--- config.mk ---
export PLATFORM = sky130hd
export DESIGN_NAME = distance_to_servo_drive
export DESIGN_NICKNAME = d
export VERILOG_FILES = /design/src/design/dtsd_pkg.sv /design/src/design/distance_to_servo_drive.sv
export SDC_FILE = /design/constraint.sdc
export NUM_CORES = 1
export LEC_CHECK = 0
export ABC_AREA = 1
export BUFFER_PORTS_ARGS = -buffer_cell sky130_fd_sc_hd__buf_2
export CAP_MARGIN = 20
export CORE_UTILIZATION = 30
export DETAILED_ROUTE_END_ITERATION = 8
export PLACE_DENSITY = 0.5
export SYNTH_ARGS = -nofsm -noshare
export SYNTH_HDL_FRONTEND = slang
export SYNTH_SLANG_ARGS = --single-unit
export TNS_END_PERCENT = 100
--- constraint.sdc ---
create_clock -name aclk -period 6.2 [get_ports aclk]
set_input_delay 0.31 -clock aclk [delete_from_list [all_inputs] [get_ports aclk]]
set_output_delay 0.31 -clock aclk [all_outputs]
set_load 0.01 [all_outputs]
--- src/design/dtsd_pkg.sv ---
`default_nettype none
// ----------------------------------------------------------------------------
// dtsd_pkg: shared types and constants for the distance to servo drive block
// Holds the sequencer state type, configuration register indexes and the
// fixed field widths and pulse scaling constants.
// ----------------------------------------------------------------------------
package dtsd_pkg;

    localparam int SAMPLE_W   = 16;
    localparam int DIST_W     = 10;
    localparam int VALUE_W    = 8;
    localparam int PULSE_W    = 10;
    localparam int CFG_IDX_W  = 3;
    localparam int CFG_DATA_W = 10;

    localparam logic [CFG_IDX_W-1:0] CFG_MIN_VALUE    = 3'd0;
    localparam logic [CFG_IDX_W-1:0] CFG_MAX_VALUE    = 3'd1;
    localparam logic [CFG_IDX_W-1:0] CFG_MIN_DISTANCE = 3'd2;
    localparam logic [CFG_IDX_W-1:0] CFG_MAX_DISTANCE = 3'd3;
    localparam logic [CFG_IDX_W-1:0] CFG_DIRECTION    = 3'd4;

    localparam logic [VALUE_W-1:0] MIN_VALUE_RST    = 8'd0;
    localparam logic [VALUE_W-1:0] MAX_VALUE_RST    = 8'd90;
    localparam logic [DIST_W-1:0]  MIN_DISTANCE_RST = 10'd0;
    localparam logic [DIST_W-1:0]  MAX_DISTANCE_RST = 10'd20;

    // The pulse span of 450 over 180 degrees reduces to 5/2.
    localparam logic [PULSE_W-1:0] PULSE_LOW   = 10'd125;
    localparam logic [2:0]         PULSE_NUM   = 3'd5;
    localparam int                 PULSE_SHIFT = 1;

    typedef enum logic [2:0] {
        ST_IDLE,
        ST_AVG,
        ST_MAP_MUL,
        ST_MAP_LOAD,
        ST_MAP_DIV,
        ST_FINISH,
        ST_OUTPUT
    } state_t;

endpackage
`default_nettype wire

--- src/design/distance_to_servo_drive.sv ---
`default_nettype none
// ----------------------------------------------------------------------------
// distance_to_servo_drive: moving average, linear map and clamp to a drive
// Each item carries a distance sample and a mode bit. The block averages the
// last WINDOW_DEPTH samples, maps the mean onto the configured value range
// and produces a drive value and a servo pulse count.
//
// The input channel (s_) takes one item at a time; s_ready is high only
// while the sequencer is idle. The window mean comes from a reciprocal
// multiply, and one restoring divider then forms the map quotient, one
// quotient bit per cycle. An accepted item passes the mean, multiply,
// divider load, divide and finish states, and s_ready returns only once its
// result is loaded into the m_ channel output register. With equal distance
// bounds the divider is skipped. A stalled receiver holds the result in the
// output register, the next item may still be accepted, and its result waits
// in the sequencer until the output register frees up. Configuration is
// written through cfg_we, cfg_index and cfg_wdata; the user must write it
// only while the block is idle, which the block itself does not enforce.
// A synchronous low aresetn clears the window, the sum and the sequencer.
// ----------------------------------------------------------------------------
module distance_to_servo_drive
    import dtsd_pkg::*;
#(
    parameter int WINDOW_DEPTH  = 10,
    parameter int OUTLIER_LIMIT = 800
) (
    input  wire                   aclk,
    input  wire                   aresetn,

    input  wire                   cfg_we,
    input  wire [CFG_IDX_W-1:0]   cfg_index,
    input  wire [CFG_DATA_W-1:0]  cfg_wdata,

    input  wire                   s_valid,
    output logic                  s_ready,
    input  wire [SAMPLE_W-1:0]    s_distance_sample,
    input  wire                   s_haptic_mode,

    output logic                  m_valid,
    input  wire                   m_ready,
    output logic [DIST_W-1:0]     m_average_distance,
    output logic [VALUE_W-1:0]    m_drive_value,
    output logic [PULSE_W-1:0]    m_servo_pulse,
    output logic                  m_is_haptic
);

    localparam int SUM_W       = DIST_W + $clog2(WINDOW_DEPTH);
    localparam int RECIP_SHIFT = SUM_W + $clog2(WINDOW_DEPTH);
    localparam int RECIP_W     = SUM_W + 2;
    localparam int AVG_PROD_W  = SUM_W + RECIP_W;
    localparam logic [RECIP_W-1:0] RECIP =
        RECIP_W'(((1 << RECIP_SHIFT) + WINDOW_DEPTH - 1) / WINDOW_DEPTH);
    localparam int DIFF_W      = DIST_W + 1;
    localparam int SPAN_W      = VALUE_W + 1;
    localparam int PROD_W      = DIFF_W + SPAN_W;
    localparam int MAG_W       = PROD_W - 1;
    localparam int DIVIDEND_W  = MAG_W;
    localparam int DVS_W       = DIST_W;
    localparam int CNT_W       = $clog2(DIVIDEND_W + 1);
    localparam int VAL_W       = DIVIDEND_W + 2;

    state_t state_reg, state_next;

    logic [VALUE_W-1:0] min_value_reg;
    logic [VALUE_W-1:0] max_value_reg;
    logic [DIST_W-1:0]  min_distance_reg;
    logic [DIST_W-1:0]  max_distance_reg;
    logic               direction_reg;

    logic [DIST_W-1:0]  win_reg [WINDOW_DEPTH];
    logic [SUM_W-1:0]   sum_reg, sum_next;
    logic [DIST_W-1:0]  sample_sel;
    logic               haptic_reg;
    logic [DIST_W-1:0]  avg_reg;
    logic [AVG_PROD_W-1:0] avg_prod;

    logic signed [PROD_W-1:0] prod_reg;
    logic signed [PROD_W-1:0] prod_next;
    logic signed [DIFF_W-1:0] diff_val;
    logic signed [SPAN_W-1:0] span_val;
    logic signed [DIFF_W-1:0] den_val;
    logic [PROD_W-1:0]        prod_abs;
    logic [DIFF_W-1:0]        den_abs;
    logic                     den_zero;
    logic                     neg_reg;

    logic [VALUE_W-1:0] out_lo, out_hi;

    logic [DVS_W-1:0]      div_rem_reg;
    logic [DIVIDEND_W-1:0] div_quo_reg;
    logic [DVS_W-1:0]      div_dvs_reg;
    logic [CNT_W-1:0]      div_cnt_reg;
    logic [DVS_W:0]        div_shift;
    logic [DVS_W:0]        div_diff;
    logic                  div_ge;
    logic                  div_last;

    logic signed [VAL_W-1:0] q_signed;
    logic signed [VAL_W-1:0] map_val;
    logic signed [VAL_W-1:0] lo_ext, hi_ext;
    logic [VALUE_W-1:0]      clamp_val;
    logic [VALUE_W-1:0]      drive_next;
    logic [VALUE_W-1:0]      val_reg;

    logic [PULSE_W:0]        pulse_scaled;
    logic [PULSE_W-1:0]      pulse_next;

    logic accept;
    logic load_avg;
    logic load_map_div;
    logic div_step;
    logic load_mul;
    logic load_val;
    logic load_out;

    // Configuration registers.
    always_ff @(posedge aclk) begin
        if (!aresetn) begin
            min_value_reg    <= MIN_VALUE_RST;
            max_value_reg    <= MAX_VALUE_RST;
            min_distance_reg <= MIN_DISTANCE_RST;
            max_distance_reg <= MAX_DISTANCE_RST;
            direction_reg    <= 1'b1;
        end else if (cfg_we) begin
            case (cfg_index)
                CFG_MIN_VALUE:    min_value_reg    <= cfg_wdata[VALUE_W-1:0];
                CFG_MAX_VALUE:    max_value_reg    <= cfg_wdata[VALUE_W-1:0];
                CFG_MIN_DISTANCE: min_distance_reg <= cfg_wdata[DIST_W-1:0];
                CFG_MAX_DISTANCE: max_distance_reg <= cfg_wdata[DIST_W-1:0];
                CFG_DIRECTION:    direction_reg    <= cfg_wdata[0];
                default: begin
                end
            endcase
        end
    end

    // Next-state logic of the sequencer.
    always_comb begin
        state_next = state_reg;
        case (state_reg)
            ST_IDLE: begin
                if (s_valid) begin
                    state_next = ST_AVG;
                end
            end
            ST_AVG: begin
                state_next = ST_MAP_MUL;
            end
            ST_MAP_MUL: begin
                state_next = den_zero ? ST_FINISH : ST_MAP_LOAD;
            end
            ST_MAP_LOAD: begin
                state_next = ST_MAP_DIV;
            end
            ST_MAP_DIV: begin
                if (div_last) begin
                    state_next = ST_FINISH;
                end
            end
            ST_FINISH: begin
                state_next = ST_OUTPUT;
            end
            ST_OUTPUT: begin
                if (!m_valid || m_ready) begin
                    state_next = ST_IDLE;
                end
            end
            default: begin
                state_next = ST_IDLE;
            end
        endcase
    end

    // Control strobes of the sequencer.
    always_comb begin
        s_ready      = 1'b0;
        load_avg     = 1'b0;
        load_map_div = 1'b0;
        div_step     = 1'b0;
        load_mul     = 1'b0;
        load_val     = 1'b0;
        load_out     = 1'b0;
        case (state_reg)
            ST_IDLE: begin
                s_ready = 1'b1;
            end
            ST_AVG: begin
                load_avg = 1'b1;
            end
            ST_MAP_MUL: begin
                load_mul = 1'b1;
            end
            ST_MAP_LOAD: begin
                load_map_div = 1'b1;
            end
            ST_MAP_DIV: begin
                div_step = 1'b1;
            end
            ST_FINISH: begin
                load_val = 1'b1;
            end
            ST_OUTPUT: begin
                load_out = !m_valid || m_ready;
            end
            default: begin
            end
        endcase
    end

    assign accept = s_valid && s_ready;

    always_ff @(posedge aclk) begin
        if (!aresetn) begin
            state_reg <= ST_IDLE;
        end else begin
            state_reg <= state_next;
        end
    end

    // Outlier replacement and running window sum.
    always_comb begin
        if (s_distance_sample > SAMPLE_W'(OUTLIER_LIMIT)) begin
            sample_sel = win_reg[WINDOW_DEPTH-1];
        end else begin
            sample_sel = s_distance_sample[DIST_W-1:0];
        end
        sum_next = sum_reg - SUM_W'(win_reg[0]) + SUM_W'(sample_sel);
    end

    always_ff @(posedge aclk) begin
        if (!aresetn) begin
            for (int i = 0; i < WINDOW_DEPTH; i++) begin
                win_reg[i] <= '0;
            end
            sum_reg <= '0;
        end else if (accept) begin
            for (int i = 0; i < WINDOW_DEPTH - 1; i++) begin
                win_reg[i] <= win_reg[i+1];
            end
            win_reg[WINDOW_DEPTH-1] <= sample_sel;
            sum_reg                 <= sum_next;
        end
    end

    // The rounded-up reciprocal of the depth gives the exact truncated mean
    // for every sum that fits in SUM_W bits.
    assign avg_prod = AVG_PROD_W'(sum_reg) * AVG_PROD_W'(RECIP);

    always_ff @(posedge aclk) begin
        if (accept) begin
            haptic_reg <= s_haptic_mode;
        end
        if (load_avg) begin
            avg_reg <= avg_prod[RECIP_SHIFT +: DIST_W];
        end
    end

    // Map operands: signed offset, signed output span and signed input span.
    always_comb begin
        out_lo    = direction_reg ? min_value_reg : max_value_reg;
        out_hi    = direction_reg ? max_value_reg : min_value_reg;
        diff_val  = $signed({1'b0, avg_reg}) - $signed({1'b0, min_distance_reg});
        span_val  = $signed({1'b0, out_hi}) - $signed({1'b0, out_lo});
        den_val   = $signed({1'b0, max_distance_reg}) - $signed({1'b0, min_distance_reg});
        den_zero  = (den_val == '0);
        prod_next = diff_val * span_val;
        prod_abs  = prod_reg[PROD_W-1] ? PROD_W'(-prod_reg) : PROD_W'(prod_reg);
        den_abs   = den_val[DIFF_W-1] ? DIFF_W'(-den_val) : DIFF_W'(den_val);
    end

    always_ff @(posedge aclk) begin
        if (load_mul) begin
            prod_reg <= prod_next;
        end
        if (load_map_div) begin
            neg_reg <= prod_reg[PROD_W-1] ^ den_val[DIFF_W-1];
        end
    end

    // Restoring divider, one quotient bit per cycle.
    always_comb begin
        div_shift = {div_rem_reg, div_quo_reg[DIVIDEND_W-1]};
        div_diff  = div_shift - {1'b0, div_dvs_reg};
        div_ge    = !div_diff[DVS_W];
        div_last  = (div_cnt_reg == CNT_W'(1));
    end

    always_ff @(posedge aclk) begin
        if (load_map_div) begin
            div_rem_reg <= '0;
            div_quo_reg <= prod_abs[MAG_W-1:0];
            div_dvs_reg <= den_abs[DIST_W-1:0];
            div_cnt_reg <= CNT_W'(DIVIDEND_W);
        end else if (div_step) begin
            div_rem_reg <= div_ge ? div_diff[DVS_W-1:0] : div_shift[DVS_W-1:0];
            div_quo_reg <= {div_quo_reg[DIVIDEND_W-2:0], div_ge};
            div_cnt_reg <= div_cnt_reg - CNT_W'(1);
        end
    end

    // Quotient sign, offset, clamp and haptic zeroing.
    always_comb begin
        if (den_zero) begin
            q_signed = '0;
        end else if (neg_reg) begin
            q_signed = -$signed({2'b00, div_quo_reg});
        end else begin
            q_signed = $signed({2'b00, div_quo_reg});
        end
        map_val = q_signed + $signed(VAL_W'(out_lo));
        lo_ext  = $signed(VAL_W'(min_value_reg));
        hi_ext  = $signed(VAL_W'(max_value_reg));
        if (map_val < lo_ext) begin
            clamp_val = min_value_reg;
        end else if (map_val > hi_ext) begin
            clamp_val = max_value_reg;
        end else begin
            clamp_val = map_val[VALUE_W-1:0];
        end
        if (haptic_reg && clamp_val <= min_value_reg) begin
            drive_next = '0;
        end else begin
            drive_next = clamp_val;
        end
    end

    always_ff @(posedge aclk) begin
        if (load_val) begin
            val_reg <= drive_next;
        end
    end

    // Servo pulse count from the drive value.
    always_comb begin
        pulse_scaled = (PULSE_W + 1)'(val_reg) * (PULSE_W + 1)'(PULSE_NUM);
        if (haptic_reg) begin
            pulse_next = '0;
        end else begin
            pulse_next = PULSE_W'(pulse_scaled >> PULSE_SHIFT) + PULSE_LOW;
        end
    end

    // Output register.
    always_ff @(posedge aclk) begin
        if (!aresetn) begin
            m_valid <= 1'b0;
        end else if (load_out) begin
            m_valid <= 1'b1;
        end else if (m_ready) begin
            m_valid <= 1'b0;
        end
    end

    always_ff @(posedge aclk) begin
        if (load_out) begin
            m_average_distance <= avg_reg;
            m_drive_value      <= val_reg;
            m_servo_pulse      <= pulse_next;
            m_is_haptic        <= haptic_reg;
        end
    end

endmodule
`default_nettype wire

==> results of run 1 <==
[cell usage after synthesis (all sizes together)]
library cell,n,area (µm²)
a211oi,1,7.51
nand2,413,1590
nor3,15,75.1
clkinv,7,26.3
or3,1,6.26
o31ai,6,45.0
nand3b,4,30.0
ha,232,2900
inv,524,1970
and2,1,6.26
a21o,4,30.0
o32ai,1,8.76
a31oi,5,31.3
o221ai,1,8.76
nand3,77,450
dfxtp,70,1400
o22ai,8,50.1
xnor2,25,219
nor2,321,1260
o211ai,17,128
xor2,74,648
a21oi,143,719
o21ai,129,657
clkbuf,32,120
nor4,4,25.0
buf,8,40.0
a21boi,1,7.51
o21a,2,15.0
edfxtp,198,5950
nand4,20,131
o2111ai,1,8.76
o21bai,12,90.1
fa,160,3200
a22oi,1,7.51
and3,1,6.26
a211o,1,8.76
or2,11,68.8
a221oi,1,8.76
[per-layer routing]
layer  part of all wire (%)  wire length (µm)  global-route usage, %  vias up
li1                       -                 -                      -     8663
met1                     47             25000                   19.2     8070
met2                     47             25200                   24.6      286
met3                    3.3              1760                   1.91       89
met4                    3.0              1590                   4.67        0
met5                      0                 0                      0        -
[stage by stage]
step	setup TNS [ps]	hold WS, ps	setup slack, ps	cells	util [%]
after floorplan	-372	409	-210	2532	-
after global placement	-2590	444	-474	3708	34.7
after detailed placement	-4710	447	-546	3708	34.7
after CTS	-3080	22.7	-478	3805	36.9
after global routing	-8520	52.6	-927	3817	37.6
final	-3080	52.9	-526	3818	37.6
[what timing repair did]
item	4_1_cts	5_1_grt
cloned	0	0
buffers inserted	37	18
endpoints found under the setup margin	15	19
gates resized for setup	38	101
hold endpoints to repair	1	0
pin swaps	28	87
hold buffers	1	0
[kinds of logic after synthesis]
family                     share of synthesized area [%]
AOI/OAI and AO/OA                                   8.34
xor gates and xnor gates                            3.95
adders and majority gates                           27.8
buffers and inverters                               9.82
DFF                                                 33.5
and+or+nand+nor                                     16.6
[critical path, delay by kind of cell, from the launching register on]
family / cells / cell delay [ps]
fa+ha+maj: 8 / 3320
compound gates: 10 / 1310
simple gates: 12 / 910
buf+inv: 8 / 390
flops: 1 / 380
xor+xnor: 1 / 200
[worst min path at each step]
stage	slack, ps	cells past startpoint	from	end
global route	50	3	cfg_wdata[9]	max_distance_reg[9]
floorplan	410	0	s_haptic_mode	haptic_reg
detailed placement	450	0	avg_reg[9]	m_average_distance[9]
finish	50	3	cfg_wdata[9]	max_distance_reg[9]
global placement	440	0	avg_reg[9]	m_average_distance[9]
CTS	20	3	cfg_wdata[9]	max_distance_reg[9]
[layout make-up]
type                       count  area share (%)
timing repair buffer         313            8.23
multi-input combinational   1693            48.5
tap                          950            4.39
inverter                     531            7.43
clock inverter                24           0.994
antenna                        1         0.00925
clock buffer                  38            3.24
sequential                   268            27.2
==> run metrics, run 1 <==
status complete, but fails checks; failing checks negative setup slack; Worst EP arrival between 7000 and 8000 ps; core area around 0.072 mm²; commonest non-fill, non-tap cells in the layout inv_1, nand2_1, nor2_1; max incr delay on CP 540 ps; Final min period around 6700 ps; Worst-path clk slew 50 ps; # H-tree levels 2; Chip Width ~270 µm; sequential share of the synthesized area about a third; clk sinks about 270; worst r2r src avg_reg[0]; CTS tree done; worst min path class in -> reg; Yosys reg bits between 200 and 300; final wirelength 53500 µm; routed len/inst 14.0 µm; Fmax between 100 and 150 MHz; Critical Path Sink Type flop; vias in the first global route around 17000; Slew HR 30.6%; GRT Util Overall 14.5%; Yosys warning count 0; Die H 273 µm; Remaining DRCs 0; die area 0.0743 mm²; Setup-failing EPs final 9; launch point of the worst path avg_reg[0]; clock buffer depth 3; largest net degree at the start of global routing between 100 and 150; type of the worst setup path reg -> reg; first-pass GRT wire length a little under 90000 µm; Synth cell types 51; share of cells above drive strength 1 about a fifth; Max-Cap Viols 0; Root Driver clkbuf_16; DPL Wire Length between 40000 and 50000 µm; Largest register FFs 100; skew final approximately 21 ps; gpl congestion roughly 0.89; worst path required time 6570 ps; Worst Tran Pin Value ~1000 ps; fin nets between 3000 and 4000; critical path capture point prod_reg[19]; number of DRC markers in iteration 0 slightly below 800; DR vias/cell roughly 4.5; Cells after Synth between 2000 and 3000; # rows between 90 and 100; finished layout cell area ~0.027 mm²; RR Endpoint prod_reg[19]; register area between 0.007 and 0.008 mm²; worst setup margin -526 ps; Synthesized Nets a little under 3000; # fillers about 7200; Top Ports 66; Tcrit/Tclk final 108%; Mean Syn Cell Area 8.67 µm²; Most Frequent Cell on Critical Path inv_2; Slew Limit Fails 0; Reg2Reg Setup Slack -530 ps; total gr overflow 0; later-pin clock latency in the skew report 550 ps; CTS Buf Count 34; router iterations before antenna repair 6; buffers added on ports 65; area of the multi-input gates approximately 0.013 mm²; Initial Util between 30% and 40%; Critical Path Source Type flop; R2R cell count 39; Area Overhead vs Synth 23.2%; slowest CP cell fa_1; vias 17108; Post-Place Cell Area approximately 0.025 mm²; unrepaired setup endpoints after global routing true; Hold Violations, Final 0; initial antenna violation count 1; largest fanout on the critical path 4; mapped cell area about 0.022 mm²; commonest non-fill, non-tap cell in the layout inv_1; Routed Antenna Nets 0
Power of run 1 is not shown: default switching activity piles up to over one toggle a cycle in this logic, so the estimate is an artifact.
==> inputs of run 2 (changes only) <==
ABC_CLOCK_PERIOD_IN_PS = 6200   (was not set)
GPL_TIMING_DRIVEN = 0   (was not set)
SKIP_LAST_GASP = 1   (was not set)
==> run 2 against run 1 <==
The flow still finishes with violations (negative setup slack); clock-buffer cell count grew 6; hold slack better by 22 ps; fmax decreased by 3.6%; critical endpoint is now prod_reg[9]; largest cell class unchanged.
==> run metrics, run 2 (synthesized netlist as in run 1, its figures left out) <==
largest fanout on the critical path 5; Setup-failing EPs final 16; status complete, but fails checks; # H-tree levels 2; total gr overflow 0; Fmax ~140 MHz; initial antenna violation count 2; worst path required time 6490 ps; Max-Cap Viols 0; clk sinks around 270; Tcrit/Tclk final 113%; failing checks negative setup slack; unrepaired setup endpoints after global routing true; Chip Width roughly 270 µm; placed cells between 3000 and 4000; Largest register FFs 100; hold_sp cfg_wdata[9]; M1 WL around 24000 µm; Worst Tran Pin Value slightly above 1000 ps; metal3 WL 1940 µm; final wirelength between 50000 and 60000 µm; number of DRC markers in iteration 0 between 900 and 1000; Critical Path Sink Type flop; DR WL met2 roughly 26000 µm; # fillers 7324; Routed Antenna Nets 0; Root Driver clkbuf_16; die area 0.0743 mm²; type of the worst setup path reg -> reg; routed len/inst roughly 14 µm; commonest non-fill, non-tap cell in the layout inv_1; Final min period approximately 7000 ps; gpl congestion approximately 0.9; Slew Limit Fails 0; # rows around 100; register area ~0.0074 mm²; worst r2r src avg_reg[2]; max layer used met4; CTS tree done; Slew HR between 30% and 40%; max incr delay on CP ~540 ps; DPL Wire Length ~42000 µm; Remaining DRCs 0; Layout Utilization between 30 and 40%; launch point of the worst path avg_reg[2]; worst setup margin -780 ps; router iterations before antenna repair 5; buffers added on ports 65; GRT Util Overall 14.4%; slowest CP cell fa_1; Layout Cells excl Fill around 3700; CTS Buf Count 35; fin nets about 3100; Area Overhead vs Synth 18.6%; Most Frequent Cell on Critical Path buf_4; Initial Util between 30% and 40%; later-pin clock latency in the skew report around 560 ps; Top Ports 66; area of the multi-input gates around 0.013 mm²; DR vias/cell about 4.6; Worst EP arrival 7270 ps; vias in the first global route ~17000; vias around 17000; Hold Violations, Final 0; Worst-path clk slew 50 ps; largest net degree at the start of global routing 63; core area just over 0.07 mm²; Critical Path Source Type flop; first-pass GRT wire length 86200 µm; worst min path class in -> reg; commonest non-fill, non-tap cells in the layout inv_1, nand2_1, nor2_1; clock buffer depth 3; share of cells above drive strength 1 14.9%; skew final 29.5 ps; Die H about 270 µm
## run 2: changes by cell type in the layout (fill, tap and decap cells not counted), moves of 6 or more
cell / previous run / this run
buf_4: 237 / 71
clkbuf_1: 3 / 35
nand2_1: 380 / 366
nand2_2: 24 / 37
ha_1: 204 / 211
nor2_1: 294 / 301
a21oi_1: 122 / 116
nor2_2: 18 / 12
## run 2: metrics by stage
| step | hold slack (ps) | setup slack [ps] | cell area (µm²) | TNS (ps) |
|---|---|---|---|---|
| after floorplan | 409 | -210 | 22100 | -372 |
| after global placement | 431 | -1260 | 23600 | -15210 |
| after detailed placement | 436 | -1390 | 23700 | -16840 |
| after CTS | 42.8 | -788 | 25600 | -5050 |
| after global routing | 59.8 | -1070 | 26000 | -11140 |
| final | 74.5 | -780 | 26000 | -5030 |
## run 2: path summary, 6_finish.rpt
| path | end | slack, ps | depth (start not counted) |
|---|---|---|---|
| setup / recovery | prod_reg[9] | -780 | 38 |
| hold / removal | max_distance_reg[9] | 70 | 3 |
| setup reg to reg | prod_reg[9] | -780 | 38 |
| hold reg to reg | m_is_haptic | 450 | 0 |
## run 2: worst max-delay path: cells and delay by family (launching register included)
family / cells / cell delay (ps)
adders and majority gates: 7 / 3050
buffers and inverters: 17 / 1640
and+or+nand+nor: 9 / 910
AOI/OAI and AO/OA: 4 / 560
DFF: 1 / 440
xor gates and xnor gates: 1 / 130
## run 2: final cells by class
type                            instances  share of cell area, %
Inverter                              531                   7.84
Sequential cell                       268                   28.3
Buffer                                 39                  0.634
Clock inverter                         18                  0.476
Tap cell                              950                   4.57
Antenna cell                            1                0.00961
Timing Repair Buffer                  144                   3.71
Multi-Input combinational cell       1694                   50.8
Clock buffer                           44                   3.73
## run 2: timing repair
action                                  CTS  global route
buffers inserted                         54            24
cloned                                    1             0
hold buffers                              2             0
pin swaps                                70            86
resized for setup                        95            82
endpoints found under the setup margin   18            19
endpoints found under the hold margin     2             0
## run 2: routing by layer
layer | up-vias | track usage (%)
met4 | 0 | 4.14
met5 | - | 0
met1 | 8088 | 18.7
met3 | 69 | 1.87
met2 | 306 | 24.8
li1 | 8437 | -
Power of run 2 is left out for the same reason.
==> inputs of run 3 (changes only) <==
GPL_TIMING_DRIVEN = not set   (was 0)
SLEW_MARGIN = 5   (was not set)
==> run 3 against run 2 <==
The run still ends with negative setup slack left; clock-buffer cell count is 6 lower; final cell count is 3.1% higher; worst setup slack better by 270 ps; largest cell class unchanged; sequential share of layout area is 1.0 points lower; clock skew is 7.7 ps lower; core utilization is 1.3 points higher; highest routed layer unchanged.
==> run metrics, run 3 (synthesized netlist as in run 1, its figures left out) <==
skew final 21.8 ps; gpl congestion between 0.8 and 0.9; Critical Path Source Type flop; DP Worst Slack -546 ps; later-pin clock latency in the skew report between 500 and 600 ps; DR vias/cell roughly 4.5; Reg2Reg Setup Slack -510 ps; Routed Antenna Nets 0; worst setup margin -514 ps; share of cells above drive strength 1 a little under a fifth; CTS Buf Count 34; Fmax 149 MHz; # rows between 90 and 100; routed len/inst approximately 14 µm; die area between 0.07 and 0.08 mm²; Chip Width roughly 270 µm; Largest register FFs 100; Top Ports between 60 and 70; Slew HR between 30% and 40%; clock buffer depth 3; Slew Limit Fails 0; Worst Tran Pin Value between 1000 and 1500 ps; Remaining DRCs 0; Area Overhead vs Synth 22.8%; fin nets about 3300; failing checks negative setup slack; number of DRC markers in iteration 0 836; slowest CP cell fa_1; max incr delay on CP 540 ps; vias 17023; router iterations before antenna repair 5; clk sinks about 270; hold path depth 3; R2R cell count 39; CP bufs+invs 8; total gr overflow 0; CTS tree done; Worst EP arrival 7090 ps; hold_sp cfg_wdata[8]; unrepaired setup endpoints after global routing true; commonest non-fill, non-tap cells in the layout inv_1, nand2_1, nor2_1; largest net degree at the start of global routing 101; Final min period around 6700 ps; Fin Hold WS 51.3 ps; Initial Util between 30% and 40%; buffers added on ports 65; DPL Wire Length between 40000 and 50000 µm; Setup-failing EPs final 7; Hold Path Sink max_distance_reg[8]; Hold Violations, Final 0; Root Driver clkbuf_16; finished layout cell area ~0.027 mm²; commonest non-fill, non-tap cell in the layout inv_1; GRT Util Overall between 10% and 20%; first-pass GRT wire length ~87000 µm; worst r2r src avg_reg[0]; Tcrit/Tclk final 108%; vias in the first global route between 15000 and 20000; worst path required time 6570 ps; type of the worst setup path reg -> reg; Die H ~270 µm; initial antenna violation count 1; Worst-path clk slew approximately 50 ps; worst min path class in -> reg; ANT cells 0; Max-Cap Viols 0; register area about 0.0073 mm²; Critical Path Sink Type flop; area of the multi-input gates around 0.013 mm²; final wirelength roughly 53000 µm; # H-tree levels 2; core area 0.0720 mm²; # fillers 7249; Most Frequent Cell on Critical Path inv_2; RR Endpoint prod_reg[19]; largest fanout on the critical path 4; status complete, but fails checks; Post-Place Cell Area between 0.02 and 0.025 mm²; Top delay family on crit path adder cells
-- run 3: per-layer routing --
layer	share of wire, %	vias to the layer above	wire, µm	track usage [%]
met5	0	-	0	0
met4	2.8	0	1480	4.51
met3	3.0	86	1590	1.91
met2	47	242	25000	24.6
met1	47	8064	25100	19.2
li1	-	8631	-	-
-- run 3: tightest hold or removal path, cell delays in order --
cell and delay (ps):
buf_2 110, nor2_1 50, nor2_1 90
-- run 3: how the worst max path moves through the flow --
stage,from,to,cells after the start
finish,avg_reg[0],prod_reg[19],39
global route,avg_reg[0],prod_reg[19],39
CTS,avg_reg[0],prod_reg[19],39
detailed placement,avg_reg[0],prod_reg[19],39
global placement,avg_reg[0],prod_reg[19],39
floorplan,avg_reg[0],prod_reg[19],39
-- run 3: what timing repair did --
| action | CTS | global route |
|---|---|---|
| setup buffers | 37 | 20 |
| pin swaps | 28 | 93 |
| endpoints found under the hold margin | 1 | 0 |
| resized for setup | 35 | 108 |
| endpoints found under the setup margin | 15 | 19 |
| hold buffers | 1 | 0 |
-- run 3: cell type report --
| type | instances | share of cell area (%) |
|---|---|---|
| clock buffers | 38 | 3.25 |
| clock inverters | 24 | 0.998 |
| inverters | 531 | 7.45 |
| multi-input cells | 1693 | 48.8 |
| flip-flops and latches | 268 | 27.3 |
| well taps | 950 | 4.41 |
| repair buffers | 299 | 7.87 |
-- run 3: metrics by stage --
step	setup TNS [ps]	util, %	std cells
6_report	-2080	37.5	3803
5_1_grt	-6960	37.5	3803
4_1_cts	-3130	36.9	3805
3_5_place_dp	-4710	34.7	3708
3_3_place_gp	-2590	34.7	3708
2_1_floorplan	-372	-	2532
Power of run 3 is left out for the same reason.
